--- src/sv/csbe_pkg.sv ---
package csbe_pkg;

  localparam int unsigned YEAR_W  = 14;
  localparam int unsigned INDEX_W = 4;

  // Selected digit or field
  localparam logic [INDEX_W-1:0] IDX_HOUR_TENS = 4'd0;
  localparam logic [INDEX_W-1:0] IDX_HOUR_ONES = 4'd1;
  localparam logic [INDEX_W-1:0] IDX_MIN_TENS  = 4'd2;
  localparam logic [INDEX_W-1:0] IDX_MIN_ONES  = 4'd3;
  localparam logic [INDEX_W-1:0] IDX_SEC_TENS  = 4'd4;
  localparam logic [INDEX_W-1:0] IDX_SEC_ONES  = 4'd5;
  localparam logic [INDEX_W-1:0] IDX_DAY_A     = 4'd6;
  localparam logic [INDEX_W-1:0] IDX_DAY_B     = 4'd7;
  localparam logic [INDEX_W-1:0] IDX_MONTH_A   = 4'd8;
  localparam logic [INDEX_W-1:0] IDX_MONTH_B   = 4'd9;
  localparam logic [INDEX_W-1:0] IDX_YEAR      = 4'd10;
  localparam logic [INDEX_W-1:0] IDX_LAST      = IDX_YEAR;

  // Button bit positions in a poll
  localparam int unsigned BTN_SET  = 0;
  localparam int unsigned BTN_INC  = 1;
  localparam int unsigned BTN_DEC  = 2;
  localparam int unsigned BTN_SAVE = 3;

  localparam logic [YEAR_W-1:0] YEAR_MAX       = 14'd9999;
  localparam logic [YEAR_W-1:0] MIN_YEAR_RESET = 14'd2000;
  localparam logic [YEAR_W-1:0] YEAR_RESET     = 14'd2025;
  localparam logic [4:0]        HOUR_RESET     = 5'd12;

  // Address map: register word index
  localparam logic ADDR_MIN_YEAR = 1'b0;

  typedef struct packed {
    logic               editing;
    logic [INDEX_W-1:0] index;
    logic [4:0]         hours;
    logic [5:0]         minutes;
    logic [5:0]         seconds;
    logic [4:0]         day;
    logic [3:0]         month;
    logic [YEAR_W-1:0]  year;
  } csbe_clock_t;

  typedef struct packed {
    logic main_valid;
    logic skid_valid;
  } csbe_queue_stat_t;

endpackage

--- src/sv/csbe_field_step.sv ---
module csbe_field_step (
  input  csbe_pkg::csbe_clock_t       cur,
  input  logic [3:0]                  prev_levels,
  input  logic [3:0]                  now_levels,
  input  logic [csbe_pkg::YEAR_W-1:0] min_year,
  output csbe_pkg::csbe_clock_t       nxt
);
  import csbe_pkg::*;

  logic [3:0]  fell;
  csbe_clock_t after_set;
  csbe_clock_t after_inc;
  csbe_clock_t after_dec;

  function automatic logic [5:0] wrap_add(input logic [5:0] v, input logic [5:0] by,
                                          input logic [5:0] modulus);
    logic [6:0] s;
    s = {1'b0, v} + {1'b0, by};
    if (s >= {1'b0, modulus}) begin
      s = s - {1'b0, modulus};
    end
    return s[5:0];
  endfunction

  function automatic logic [5:0] wrap_sub(input logic [5:0] v, input logic [5:0] by,
                                          input logic [5:0] top);
    return (v >= by) ? v - by : top;
  endfunction

  assign fell = prev_levels & ~now_levels;

  always_comb begin
    after_set = cur;
    if (fell[BTN_SET]) begin
      if (!cur.editing) begin
        after_set.editing = 1'b1;
        after_set.index   = IDX_HOUR_TENS;
      end else if (cur.index < IDX_LAST) begin
        after_set.index = cur.index + 4'd1;
      end else begin
        after_set.index = IDX_LAST;
      end
    end
  end

  always_comb begin
    logic [5:0] h6;
    h6 = {1'b0, after_set.hours};
    after_inc = after_set;
    if (fell[BTN_INC] && after_set.editing) begin
      case (after_set.index) inside
        IDX_HOUR_TENS: after_inc.hours = 5'(wrap_add(h6, 6'd10, 6'd24));
        IDX_HOUR_ONES: after_inc.hours = 5'(wrap_add(h6, 6'd1, 6'd24));
        IDX_MIN_TENS:  after_inc.minutes = wrap_add(after_set.minutes, 6'd10, 6'd60);
        IDX_MIN_ONES:  after_inc.minutes = wrap_add(after_set.minutes, 6'd1, 6'd60);
        IDX_SEC_TENS:  after_inc.seconds = wrap_add(after_set.seconds, 6'd10, 6'd60);
        IDX_SEC_ONES:  after_inc.seconds = wrap_add(after_set.seconds, 6'd1, 6'd60);
        IDX_DAY_A, IDX_DAY_B:
          after_inc.day = (after_set.day >= 5'd31) ? 5'd1 : after_set.day + 5'd1;
        IDX_MONTH_A, IDX_MONTH_B:
          after_inc.month = (after_set.month >= 4'd12) ? 4'd1 : after_set.month + 4'd1;
        IDX_YEAR:
          if (after_set.year < YEAR_MAX) after_inc.year = after_set.year + 14'd1;
        default: ;
      endcase
    end
  end

  always_comb begin
    logic [5:0] h6;
    h6 = {1'b0, after_inc.hours};
    after_dec = after_inc;
    if (fell[BTN_DEC] && after_inc.editing) begin
      case (after_inc.index) inside
        IDX_HOUR_TENS: after_dec.hours = 5'(wrap_sub(h6, 6'd10, 6'd23));
        IDX_HOUR_ONES: after_dec.hours = 5'(wrap_sub(h6, 6'd1, 6'd23));
        IDX_MIN_TENS:  after_dec.minutes = wrap_sub(after_inc.minutes, 6'd10, 6'd59);
        IDX_MIN_ONES:  after_dec.minutes = wrap_sub(after_inc.minutes, 6'd1, 6'd59);
        IDX_SEC_TENS:  after_dec.seconds = wrap_sub(after_inc.seconds, 6'd10, 6'd59);
        IDX_SEC_ONES:  after_dec.seconds = wrap_sub(after_inc.seconds, 6'd1, 6'd59);
        IDX_DAY_A, IDX_DAY_B:
          after_dec.day = (after_inc.day > 5'd1) ? after_inc.day - 5'd1 : 5'd31;
        IDX_MONTH_A, IDX_MONTH_B:
          after_dec.month = (after_inc.month > 4'd1) ? after_inc.month - 4'd1 : 4'd12;
        IDX_YEAR:
          if (after_inc.year > min_year) after_dec.year = after_inc.year - 14'd1;
        default: ;
      endcase
    end
  end

  always_comb begin
    nxt = after_dec;
    if (fell[BTN_SAVE]) begin
      nxt.editing = 1'b0;
    end
  end

endmodule

--- src/sv/csbe_out_queue.sv ---
module csbe_out_queue (
  input  logic                       clk,
  input  logic                       rst,
  input  logic                       push,
  input  csbe_pkg::csbe_clock_t      push_data,
  input  logic                       out_stall,
  output logic                       out_valid,
  output csbe_pkg::csbe_clock_t      out_data,
  output csbe_pkg::csbe_queue_stat_t stat
);
  import csbe_pkg::*;

  logic        main_valid;
  logic        skid_valid;
  csbe_clock_t main_data;
  csbe_clock_t skid_data;
  logic        pop;

  assign pop = main_valid && !out_stall;

  always_ff @(posedge clk) begin
    if (rst) begin
      main_valid <= 1'b0;
      skid_valid <= 1'b0;
    end else if (!main_valid) begin
      main_valid <= push;
      main_data  <= push_data;
    end else if (pop) begin
      if (skid_valid) begin
        main_data  <= skid_data;
        skid_valid <= push;
        skid_data  <= push_data;
      end else begin
        main_valid <= push;
        main_data  <= push_data;
      end
    end else if (push) begin
      // caller only pushes here while the skid slot is free
      skid_valid <= 1'b1;
      skid_data  <= push_data;
    end
  end

  assign out_valid       = main_valid;
  assign out_data        = main_data;
  assign stat.main_valid = main_valid;
  assign stat.skid_valid = skid_valid;

endmodule

--- src/sv/clock_setting_button_editor.sv ---
// Clock time/date setting editor, four active-low buttons per poll.
// Each poll is held in the input register, then one pass of edit logic
// writes its result into the result queue, which drives the outputs.
// Throughput: one poll per cycle while the two-entry result queue is not full; a full queue stalls the poll channel.
// Reset (rst, synchronous): not editing, index 0, 12:00:00, day 1, month 1,
// year 2025, all buttons released, min_year 2000.
module clock_setting_button_editor (
  input  logic                          clk,
  input  logic                          rst,
  // poll channel
  input  logic                          in_valid,
  output logic                          in_stall,
  input  logic                          set_level,
  input  logic                          inc_level,
  input  logic                          dec_level,
  input  logic                          save_level,
  // result channel
  output logic                          out_valid,
  input  logic                          out_stall,
  output logic                          editing,
  output logic [csbe_pkg::INDEX_W-1:0]  field_index,
  output logic [4:0]                    hours,
  output logic [5:0]                    minutes,
  output logic [5:0]                    seconds,
  output logic [4:0]                    day_of_month,
  output logic [3:0]                    month_number,
  output logic [csbe_pkg::YEAR_W-1:0]   year_number,
  // register port
  input  logic                          psel,
  input  logic                          penable,
  input  logic                          pwrite,
  input  logic [2:0]                    paddr,
  input  logic [31:0]                   pwdata,
  output logic [31:0]                   prdata,
  output logic                          pready
);
  import csbe_pkg::*;

  // register file
  logic [YEAR_W-1:0] min_year;

  // input register: one poll waiting for the edit pass
  logic       poll_valid;
  logic [3:0] poll_levels;

  // editor state
  logic [3:0]  prev_levels;
  csbe_clock_t clk_state;
  csbe_clock_t clk_state_next;

  csbe_queue_stat_t q_stat;
  csbe_clock_t      result;
  logic             queue_full;
  logic             pop;
  logic             process;

  assign pready = 1'b1;

  always_ff @(posedge clk) begin
    if (rst) begin
      min_year <= MIN_YEAR_RESET;
    end else if (psel && penable && pwrite && pready && paddr[2] == ADDR_MIN_YEAR) begin
      min_year <= pwdata[YEAR_W-1:0];
    end
  end

  always_comb begin
    prdata = '0;
    if (paddr[2] == ADDR_MIN_YEAR) begin
      prdata = {{(32-YEAR_W){1'b0}}, min_year};
    end
  end

  // The edit pass may run when the queue has a free slot or drains this cycle.
  assign queue_full = q_stat.main_valid && q_stat.skid_valid;
  assign pop        = q_stat.main_valid && !out_stall;
  assign process    = poll_valid && (!queue_full || pop);

  // Stall only from registers; when not stalled the poll register is free
  // (either empty or being processed this cycle).
  assign in_stall = poll_valid && queue_full;

  always_ff @(posedge clk) begin
    if (rst) begin
      poll_valid <= 1'b0;
    end else if (in_valid && !in_stall) begin
      poll_valid  <= 1'b1;
      poll_levels <= {save_level, dec_level, inc_level, set_level};
    end else if (process) begin
      poll_valid <= 1'b0;
    end
  end

  csbe_field_step u_step (
    .cur         (clk_state),
    .prev_levels (prev_levels),
    .now_levels  (poll_levels),
    .min_year    (min_year),
    .nxt         (clk_state_next)
  );

  always_ff @(posedge clk) begin
    if (rst) begin
      prev_levels       <= 4'b1111;
      clk_state.editing <= 1'b0;
      clk_state.index   <= IDX_HOUR_TENS;
      clk_state.hours   <= HOUR_RESET;
      clk_state.minutes <= '0;
      clk_state.seconds <= '0;
      clk_state.day     <= 5'd1;
      clk_state.month   <= 4'd1;
      clk_state.year    <= YEAR_RESET;
    end else if (process) begin
      prev_levels <= poll_levels;
      clk_state   <= clk_state_next;
    end
  end

  csbe_out_queue u_queue (
    .clk       (clk),
    .rst       (rst),
    .push      (process),
    .push_data (clk_state_next),
    .out_stall (out_stall),
    .out_valid (out_valid),
    .out_data  (result),
    .stat      (q_stat)
  );

  assign editing      = result.editing;
  assign field_index  = result.index;
  assign hours        = result.hours;
  assign minutes      = result.minutes;
  assign seconds      = result.seconds;
  assign day_of_month = result.day;
  assign month_number = result.month;
  assign year_number  = result.year;

endmodule

--- config.mk ---
export PLATFORM = sky130hd
export DESIGN_NAME = clock_setting_button_editor
export DESIGN_NICKNAME = d
export VERILOG_FILES = /design/src/sv/csbe_pkg.sv /design/src/sv/csbe_field_step.sv /design/src/sv/csbe_out_queue.sv /design/src/sv/clock_setting_button_editor.sv
export SDC_FILE = /design/constraint.sdc
export NUM_CORES = 1
export LEC_CHECK = 0
export BUFFER_PORTS_ARGS = -buffer_cell sky130_fd_sc_hd__buf_2
export CAP_MARGIN = 30
export CORE_UTILIZATION = 60
export DETAILED_ROUTE_END_ITERATION = 6
export GPL_TIMING_DRIVEN = 1
export HOLD_SLACK_MARGIN = 0.12
export PLACE_DENSITY = 0.83
export SYNTH_ARGS = -nofsm -noshare
export SYNTH_HDL_FRONTEND = slang
export SYNTH_HIERARCHICAL = 1
export SYNTH_SLANG_ARGS = --single-unit
--- constraint.sdc ---
create_clock -name clk -period 5.9 [get_ports clk]
set_clock_uncertainty 0.15 [all_clocks]
set_input_delay 0.295 -clock clk [delete_from_list [all_inputs] [get_ports clk]]
set_output_delay 0.295 -clock clk [all_outputs]
set_load 0.05 [all_outputs]
---- Word level (Yosys, flattened, before mapping) ----
Index checks and enable logic that the tools add are counted.
operators by class
  bitwise operators ....................... 4
  reductions and logical operators ........ 23
  equality and inequality tests ........... 12
  add/subtract/negate cells ............... 25
  magnitude comparators ................... 19
  muxes and demuxes ....................... 111
operators with widths
  cell                                                                                 number
  14-bit two-way mux                                                                   21
  45-bit two-way mux                                                                   6
  6-bit two-way mux                                                                    28
  5-bit two-way mux                                                                    25
  4-bit two-way mux                                                                    20
  40-bit two-way mux                                                                   2
  7-bit by 6-bit greater-or-equal comparator with 1-bit output, second input constant  4
  6-bit subtractor, second input constant                                              4
  4-bit by 3-bit == test with 1-bit output, second input constant                      4
  14-bit by 1-bit adder with 14-bit output, second input constant                      1
  6-bit by 1-bit adder with 7-bit output, second input constant                        2
  6-bit by 4-bit adder with 7-bit output, second input constant                        2
  14-bit > comparator                                                                  1
  14-bit less-than comparator, second input constant                                   1
  14-bit by 1-bit subtractor with 14-bit output, second input constant                 1
  4-bit == test, second input constant                                                 3
  6-bit by 1-bit greater-or-equal comparator with 1-bit output, second input constant  2
  6-bit by 4-bit greater-or-equal comparator with 1-bit output, second input constant  2
  6-bit by 5-bit greater-or-equal comparator with 1-bit output, second input constant  2
  6-bit by 1-bit subtractor with 6-bit output, second input constant                   2
  6-bit by 4-bit subtractor with 6-bit output, second input constant                   2
  1-bit logical AND                                                                    10
  5-bit by 1-bit subtractor with 5-bit output, second input constant                   2
  5-bit subtractor, second input constant                                              2
  other kinds (28)                                                                     45
word-level totals
  output and inout port bits .............. 80
  flip-flop bits (word level) ............. 160
  logic and storage cells ................. 224
  input port bits ......................... 46

---- Logic depth before layout (Yosys ltp) ----
Gate-level depths: netlist of run 1.
  depth after elaboration ................. 30
  depth in mapped cells ................... 20
  depth with buffers taken out ............ 19

---- By module ----
The synthesis of run 1 kept the hierarchy.
by module, submodules not included
  module                       area each (um2)  times used  cells an instance  seq. area each (um2)
  csbe_field_step              5,211.2          1           786                0.0
  csbe_out_queue               3,537.1          1           155                2,742.6
  clock_setting_button_editor  3,118.0          1           321                1,401.3

---- Worst setup path before layout of run 1 ----
OpenSTA, ideal clock, no wires.
  path type ............................... reg-to-reg
  start ................................... reg u_queue.main_valid, in the netlist u_queue/out_valid
  end ..................................... reg u_queue/skid_data[0] (netlist name) (enable)
  arrival time ............................ 4.676 ns
  setup slack ............................. 0.560 ns
  period minus slack after synthesis ...... 5.340 ns
  required time ........................... 5.236 ns
  cell stages (with the launch flop) ...... 6
  library setup time ...................... 0.514 ns
  cells stage by stage .................... dfxtp_1 buf_4 a31oi_4 buf_8 mux2i_1 nor3b_1
between the ends
  cells in the longest elaborated chain, start to end .. 6
  elaborated cells on any way between the ends .. 8
  classes of those cells .................. 1 x eq/ne; 7 x reduce/logical
RTL lines
  item                             line                               RTL
  start, declared                  csbe_out_queue.sv:13               logic main_valid;
  start signal, assigned           csbe_out_queue.sv:26               main_valid <= push;
  start signal, assigned           csbe_out_queue.sv:34               main_valid <= push;
  1-bit logical AND                clock_setting_button_editor.sv:75  assign queue_full = q_stat.main_valid && q_stat.skid_valid;
  1-bit logical NOT                clock_setting_button_editor.sv:77  assign process = poll_valid && (!queue_full || pop);
  1-bit logical OR *               clock_setting_button_editor.sv:77
  1-bit logical AND *              clock_setting_button_editor.sv:77
  net process                      clock_setting_button_editor.sv:55  logic process;
  2-bit nonzero test (no line) *   n/a
  4-bit AND reduction (no line) *  n/a
  end signal, assigned             csbe_out_queue.sv:32               skid_data <= push_data;
  end signal, assigned             csbe_out_queue.sv:40               skid_data <= push_data;
  end, declared                    csbe_out_queue.sv:16               csbe_clock_t skid_data;
Mark *: on every way through the listed nets, which the timed path passes. The rest lies on a longest branch.
A chain may end at the register's enable or synchronous reset.

==> flow_metrics.tcl, run 1 <==
set metrics [dict create \
    syn2layout_area_growth_pct 9.86 \
    syn-instance-count 1262 \
    mostFrequentLayoutCells "nand2_1 (100), edfxtp_1 (94), nor2_1 (90), buf_2 (86), nand2b_1 (75)" \
    die_x_um 143 \
    drive_gt1_frac 0.174 \
    cts_buffers 17 \
    critical_path_required_ps 5930 \
    grt_setup_unrepaired "no" \
    cts_root_buffer "clkbuf_16" \
    p_clk_frac 0.407 \
    drc 0 \
    max-cap-violations 0 \
    final.setup.tns_ps 0 \
    hold_violations 0 \
    fp.dieH_um 143 \
    postSynthAreaPerCell_um2 9.40 \
    first_pass_iters 5 \
    max_freq_mhz 183 \
    dp_hpwl_um 19100 \
    relSlewSlack 0.360 \
    n_antenna_cell 0 \
    initial_utilization 0.612 \
    synth-async-reset-ratio 0 \
    p_leak_uw 0.00497 \
    worst_slew_pin_slew_ps 959 \
    htree_levels 4 \
    ios 126 \
    clk_pin_slew_ps 70 \
    slew_viol_final 0 \
    vdd_drop_max_mv 0.216 \
    p_seq_frac 0.468 \
    path_cells "ha_1, nor3b_1, a221o_1, nor2_2, buf_4, and4_1, nand4_1, xnor2_1, ha_1, nand4_1, o32ai_1, nor4_1, nand3_1, nor4_1, buf_4, nand4b_1, xnor2_1, mux2_4" \
    dieArea_um2 20300 \
    yosysWarnings 6 \
    core_area_um2 19400 \
    grt_use_total 0.285 \
    cts_buffer_depth 2 \
    postPlaceCellArea_um2 12300 \
    crit_fanout 10 \
    drtIter0Drc 868 \
    intPower_uw 1870 \
    combPwrFrac 0.125 \
    critical-path-max-stage-delay_ps 510 \
    cp-start-kind "flop" \
    port-buffer-count 86 \
    cts_tree "yes" \
    yosysSeqAreaShare 0.349 \
    synth_cell_type_count 104 \
    ctsResizeCount 0 \
    fillers 1546 \
    hold_class "in -> reg" \
    p_switching_uw 747 \
    critPathSlowestCell "xnor2_1" \
    routedWlPerCell_um 17.5 \
    path_class "reg -> reg" \
    rows 51 \
    netlist_area_um2 11900 \
    route.vias.total 10000 \
    grt_max_degree 88 \
    final_common_cell "nand2_1" \
    multi_input_area_um2 7000 \
    p_per_area_nw_per_um2 201 \
    cts.sinks 160 \
    arrival_ps 5500 \
    ys_ff_latch 160 \
    setup_viol 0 \
    power_uw 2620 \
    post_cts_buffers 0 \
    end_kind "flop" \
    ctsHoldBuffers 21 \
    seq_area_um2 4140 \
    synth_top_flop_cell "edfxtp_1" \
    period_needed_ps 5480 \
    status "completed" \
    antenna_found_initial 0 \
    insertion_delay_ps 440 \
    switching_share 0.286 \
    synth_edf_count 94 \
    drt_wl_total_um 28300 \
    gp_congestion 0.941 \
    nets 1439 \
    vias_per_cell 6.21 \
    grt_pass1_wl_um 45900 \
    fin_area_um2 13000 \
    ant_nets 0 \
    grt_pass1_vias 9256 \
    period_share 0.928 \
    overflow 0 \
]
## path summary, 6_finish.rpt
check,endpoint,start,cells after the start,slack [ps]
setup / recovery,u_queue/out_data[12],clk_state[41],18,420
hold / removal,poll_valid,rst,2,170
setup reg to reg,u_queue/out_data[12],clk_state[41],18,420
hold reg to reg,min_year[2],min_year[2],2,330
## cells by family (layout without fill, tap and decap cells)
logic type,Yosys count,count (layout),synth area share
simple gates,490,490,0.225
compound gates,278,278,0.167
flops,160,160,0.349
buf+inv,135,209,0.0674
mux,105,105,0.106
fa+ha+maj,53,53,0.0559
xor+xnor,39,39,0.0288
other cells,2,19,0.000633
## area by class of cell
type / count / share of cell area
Clock buffer: 17 / 0.0326
Clock inverter: 15 / 0.0112
Inverter: 48 / 0.0138
Multi-Input combinational cell: 984 / 0.537
Sequential cell: 160 / 0.318
Tap cell: 265 / 0.0254
Timing Repair Buffer: 129 / 0.0618
## worst max-delay path: cells and delay by family, from the launching register on
kind	cells	cell delay, ps
and+or+nand+nor	9	1920
AOI/OAI and AO/OA	2	560
DFF	1	420
adders and majority gates	2	780
xor gates and xnor gates	2	720
muxes	1	290
buffers and inverters	2	360
## power by group through the flow
| stage | sequential (uW) | combinational [uW] | clock, uW |
|---|---|---|---|
| after CTS | 1220 | 323 | 1080 |
| after global placement | 1250 | 304 | 0 |
| after floorplan | 1300 | 211 | 0 |
| after global routing | 1230 | 347 | 1120 |
| final | 1220 | 327 | 1070 |
| after detailed placement | 1250 | 310 | 0 |
## routing by layer
layer | up-vias | GRT usage | part of all wire
met5 | - | 0 | 0
met4 | 0 | 0.114 | 0.025
met3 | 69 | 0.0513 | 0.070
met2 | 430 | 0.457 | 0.46
met1 | 4778 | 0.379 | 0.44
li1 | 4769 | - | -
## metrics by stage
step | std cells | setup WS [ps] | hold WS (ps) | util
2_1_floorplan | 1279 | 560 | 214 | -
3_3_place_gp | 1565 | 726 | 308 | 0.632
3_5_place_dp | 1565 | 482 | 319 | 0.632
4_1_cts | 1618 | 476 | 178 | 0.672
5_1_grt | 1618 | 29.9 | 211 | 0.672
6_report | 1618 | 424 | 173 | 0.672
## Yosys cell counts (17+ instances only)
| master | number | area, um^2 |
|---|---|---|
| nand2_1 | 100 | 375 |
| edfxtp_1 | 94 | 2820 |
| nor2_1 | 90 | 338 |
| nand2b_1 | 75 | 469 |
| dfxtp_1 | 66 | 1320 |
| a21oi_1 | 63 | 315 |
| mux2i_1 | 58 | 581 |
| ha_1 | 53 | 663 |
| inv_1 | 48 | 180 |
| o21ai_0 | 45 | 225 |
| mux2_4 | 40 | 601 |
| nor3_1 | 33 | 165 |
| clkbuf_1 | 31 | 116 |
| nand3_1 | 30 | 150 |
| buf_4 | 25 | 188 |
| xnor2_1 | 23 | 201 |
| nand4_1 | 20 | 125 |
| nor2b_1 | 17 | 106 |
## sequential cells by signal, summed over array words and instances, names as in the netlist
register	flops
poll_valid	1
u_queue/out_data	45
clk_state	45
min_year	14
prev_levels	4
u_queue/skid_data	45
poll_levels	4
u_queue/skid_valid	1
u_queue/out_valid	1
Power figures use the tool's default switching activity.
==> run 2: changes to the inputs <==
--- a/config.mk
+++ b/config.mk
@@ -7,6 +7,7 @@
 export LEC_CHECK = 0
 export BUFFER_PORTS_ARGS = -buffer_cell sky130_fd_sc_hd__buf_2
 export CAP_MARGIN = 30
+export CORE_ASPECT_RATIO = 1.4
 export CORE_UTILIZATION = 60
 export DETAILED_ROUTE_END_ITERATION = 6
 export GPL_TIMING_DRIVEN = 1
==> run 2 against run 1 <==
Clock power is essentially flat. Combinational power about the same. Setup slack worse by 99 ps. Via count up 0.74%. Die area hardly changed. Non-clock buffer count shrank 3. Fmax is 1.8% lower.
==> flow_metrics.tcl, run 2 (same netlist as run 1, synthesis figures left out) <==
set metrics [dict create \
    clk_pin_slew_ps 70 \
    arrival_ps 5600 \
    crit_fanout 12 \
    vdd_drop_max_mv 0.170 \
    relSlewSlack 0.300 \
    drt_wl_total_um 29600 \
    initial_utilization 0.615 \
    p_leak_uw 0.00495 \
    period_needed_ps 5570 \
    end_kind "flop" \
    max_freq_mhz 179 \
    critPathSlowestCell "edfxtp_1" \
    p_per_area_nw_per_um2 203 \
    die_x_um 121 \
    grt_use_total 0.291 \
    overflow 0 \
    cts_buffers 17 \
    ios 126 \
    critical_path_buf_inv_count 2 \
    path_class "reg -> reg" \
    hold_violations 0 \
    status "completed" \
    final_common_cell "nand2_1" \
    critical-path-max-stage-delay_ps 530 \
    power_uw 2640 \
    max-cap-violations 0 \
    period_share 0.945 \
    slew_viol_final 0 \
    gp_congestion 0.955 \
    n_antenna_cell 0 \
    cts_tree "yes" \
    antenna_found_initial 0 \
    path_delay_family "simple AND/OR/NAND/NOR gates" \
    setup_viol 0 \
    route.vias.total 10100 \
    grt_max_degree 120 \
    critical_path_required_ps 5930 \
    dp_hpwl_um 19500 \
    drc 0 \
    insertion_delay_ps 440 \
    grt_pass1_vias 9417 \
    mostFrequentLayoutCells "nand2_1 (100), edfxtp_1 (94), nor2_1 (90), buf_2 (86), nand2b_1 (75)" \
    cts_buffer_depth 2 \
    vias_per_cell 6.33 \
    ant_nets 0 \
    port-buffer-count 86 \
    worst_slew_pin_slew_ps 1040 \
    cts.sinks 160 \
    nets 1436 \
    syn2layout_area_growth_pct 9.56 \
    path_cells "nand2b_1, a21o_1, or3_1, nor4b_1, buf_4, and3_1, xor2_1, ha_1, and4_1, nand3_1, o32ai_1, nor4_1, nand3_1, nor4_1, buf_4, nand4bb_1, xnor2_1, mux2_4" \
    hold_class "reg -> reg" \
    dieArea_um2 20400 \
    drtIter0Drc 979 \
    post_cts_buffers 0 \
    final.setup.tns_ps 0 \
    fp.dieH_um 168 \
    rows 60 \
    routedWlPerCell_um 18.5 \
    core_area_um2 19300 \
    cts_root_buffer "clkbuf_16" \
    htree_levels 4 \
    first_pass_iters 6 \
    drive_gt1_frac 0.173 \
    cp-start-kind "flop" \
    grt_setup_unrepaired "no" \
    grt_pass1_wl_um 47200 \
]
==> run 2: cell count changes in the layout (fill, tap and decap cells not counted) <==
cell / before / now
buf_4: 22 / 19
clkbuf_8: 0 / 1
clkinv_2: 1 / 0
clkinv_1: 1 / 0
clkinvlp_4: 1 / 3
inv_8: 4 / 3
==> run 2: worst register-to-register path, stage by stage, from the launching register on <==
cell and delay [ps]:
edfxtp_1 530, nand2b_1 400, a21o_1 450, or3_1 450
nor4b_1 370, buf_4 190, and3_1 190, xor2_1 260
ha_1 300, and4_1 180, nand3_1 100, o32ai_1 100
nor4_1 390, nand3_1 230, nor4_1 210, buf_4 170
nand4bb_1 150, xnor2_1 230, mux2_4 280
==> run 2: worst paths after layout <==
kind / start / end / cells after the start / slack, ps
max: poll_levels[0] / u_queue/out_data[10] / 18 / 330
min: min_year[13] / min_year[13] / 2 / 320
max reg2reg: poll_levels[0] / u_queue/out_data[10] / 18 / 330
min reg2reg: min_year[13] / min_year[13] / 2 / 320
==> run 2: stage by stage <==
stage | std cells | cell area [um^2] | hold WS, ps | util | setup slack (ps)
after floorplan | 1279 | 11900 | 214 | - | 560
after global placement | 1545 | 12200 | 305 | 0.633 | 667
after detailed placement | 1545 | 12200 | 314 | 0.633 | 520
after CTS | 1598 | 13000 | 323 | 0.674 | 506
after global routing | 1598 | 13000 | 350 | 0.674 | 127
final | 1598 | 13000 | 322 | 0.674 | 326
==> run 2: what timing repair did <==
action | in CTS | in global routing
hold buffers | 21 | 0
endpoints found under the hold margin | 20 | 0
gates resized for setup | 0 | 0
==> run 2: metal layers <==
layer | vias up | wire (um) | GRT usage
li1 | 4780 | - | -
met4 | 0 | 1060 | 0.127
met3 | 88 | 1420 | 0.0420
met2 | 385 | 15500 | 0.530
met1 | 4867 | 11600 | 0.333
met5 | - | 0 | 0
==> run 2: where the power goes <==
part / internal [uW] / leakage (uW) / switching [uW]
Clock: 572 / 0.000275 / 520
Combinational: 104 / 0.00332 / 223
Sequential: 1210 / 0.00135 / 18.8
Total: 1880 / 0.00495 / 762
==> run 2: layout make-up <==
type,count,area [um^2]
Sequential cell,160,4140
Clock buffer,18,439
Clock inverter,14,141
Timing Repair Buffer,126,783
Fill cell,1457,6290
Multi-Input combinational cell,984,7000
Tap cell,248,310
Inverter,48,180
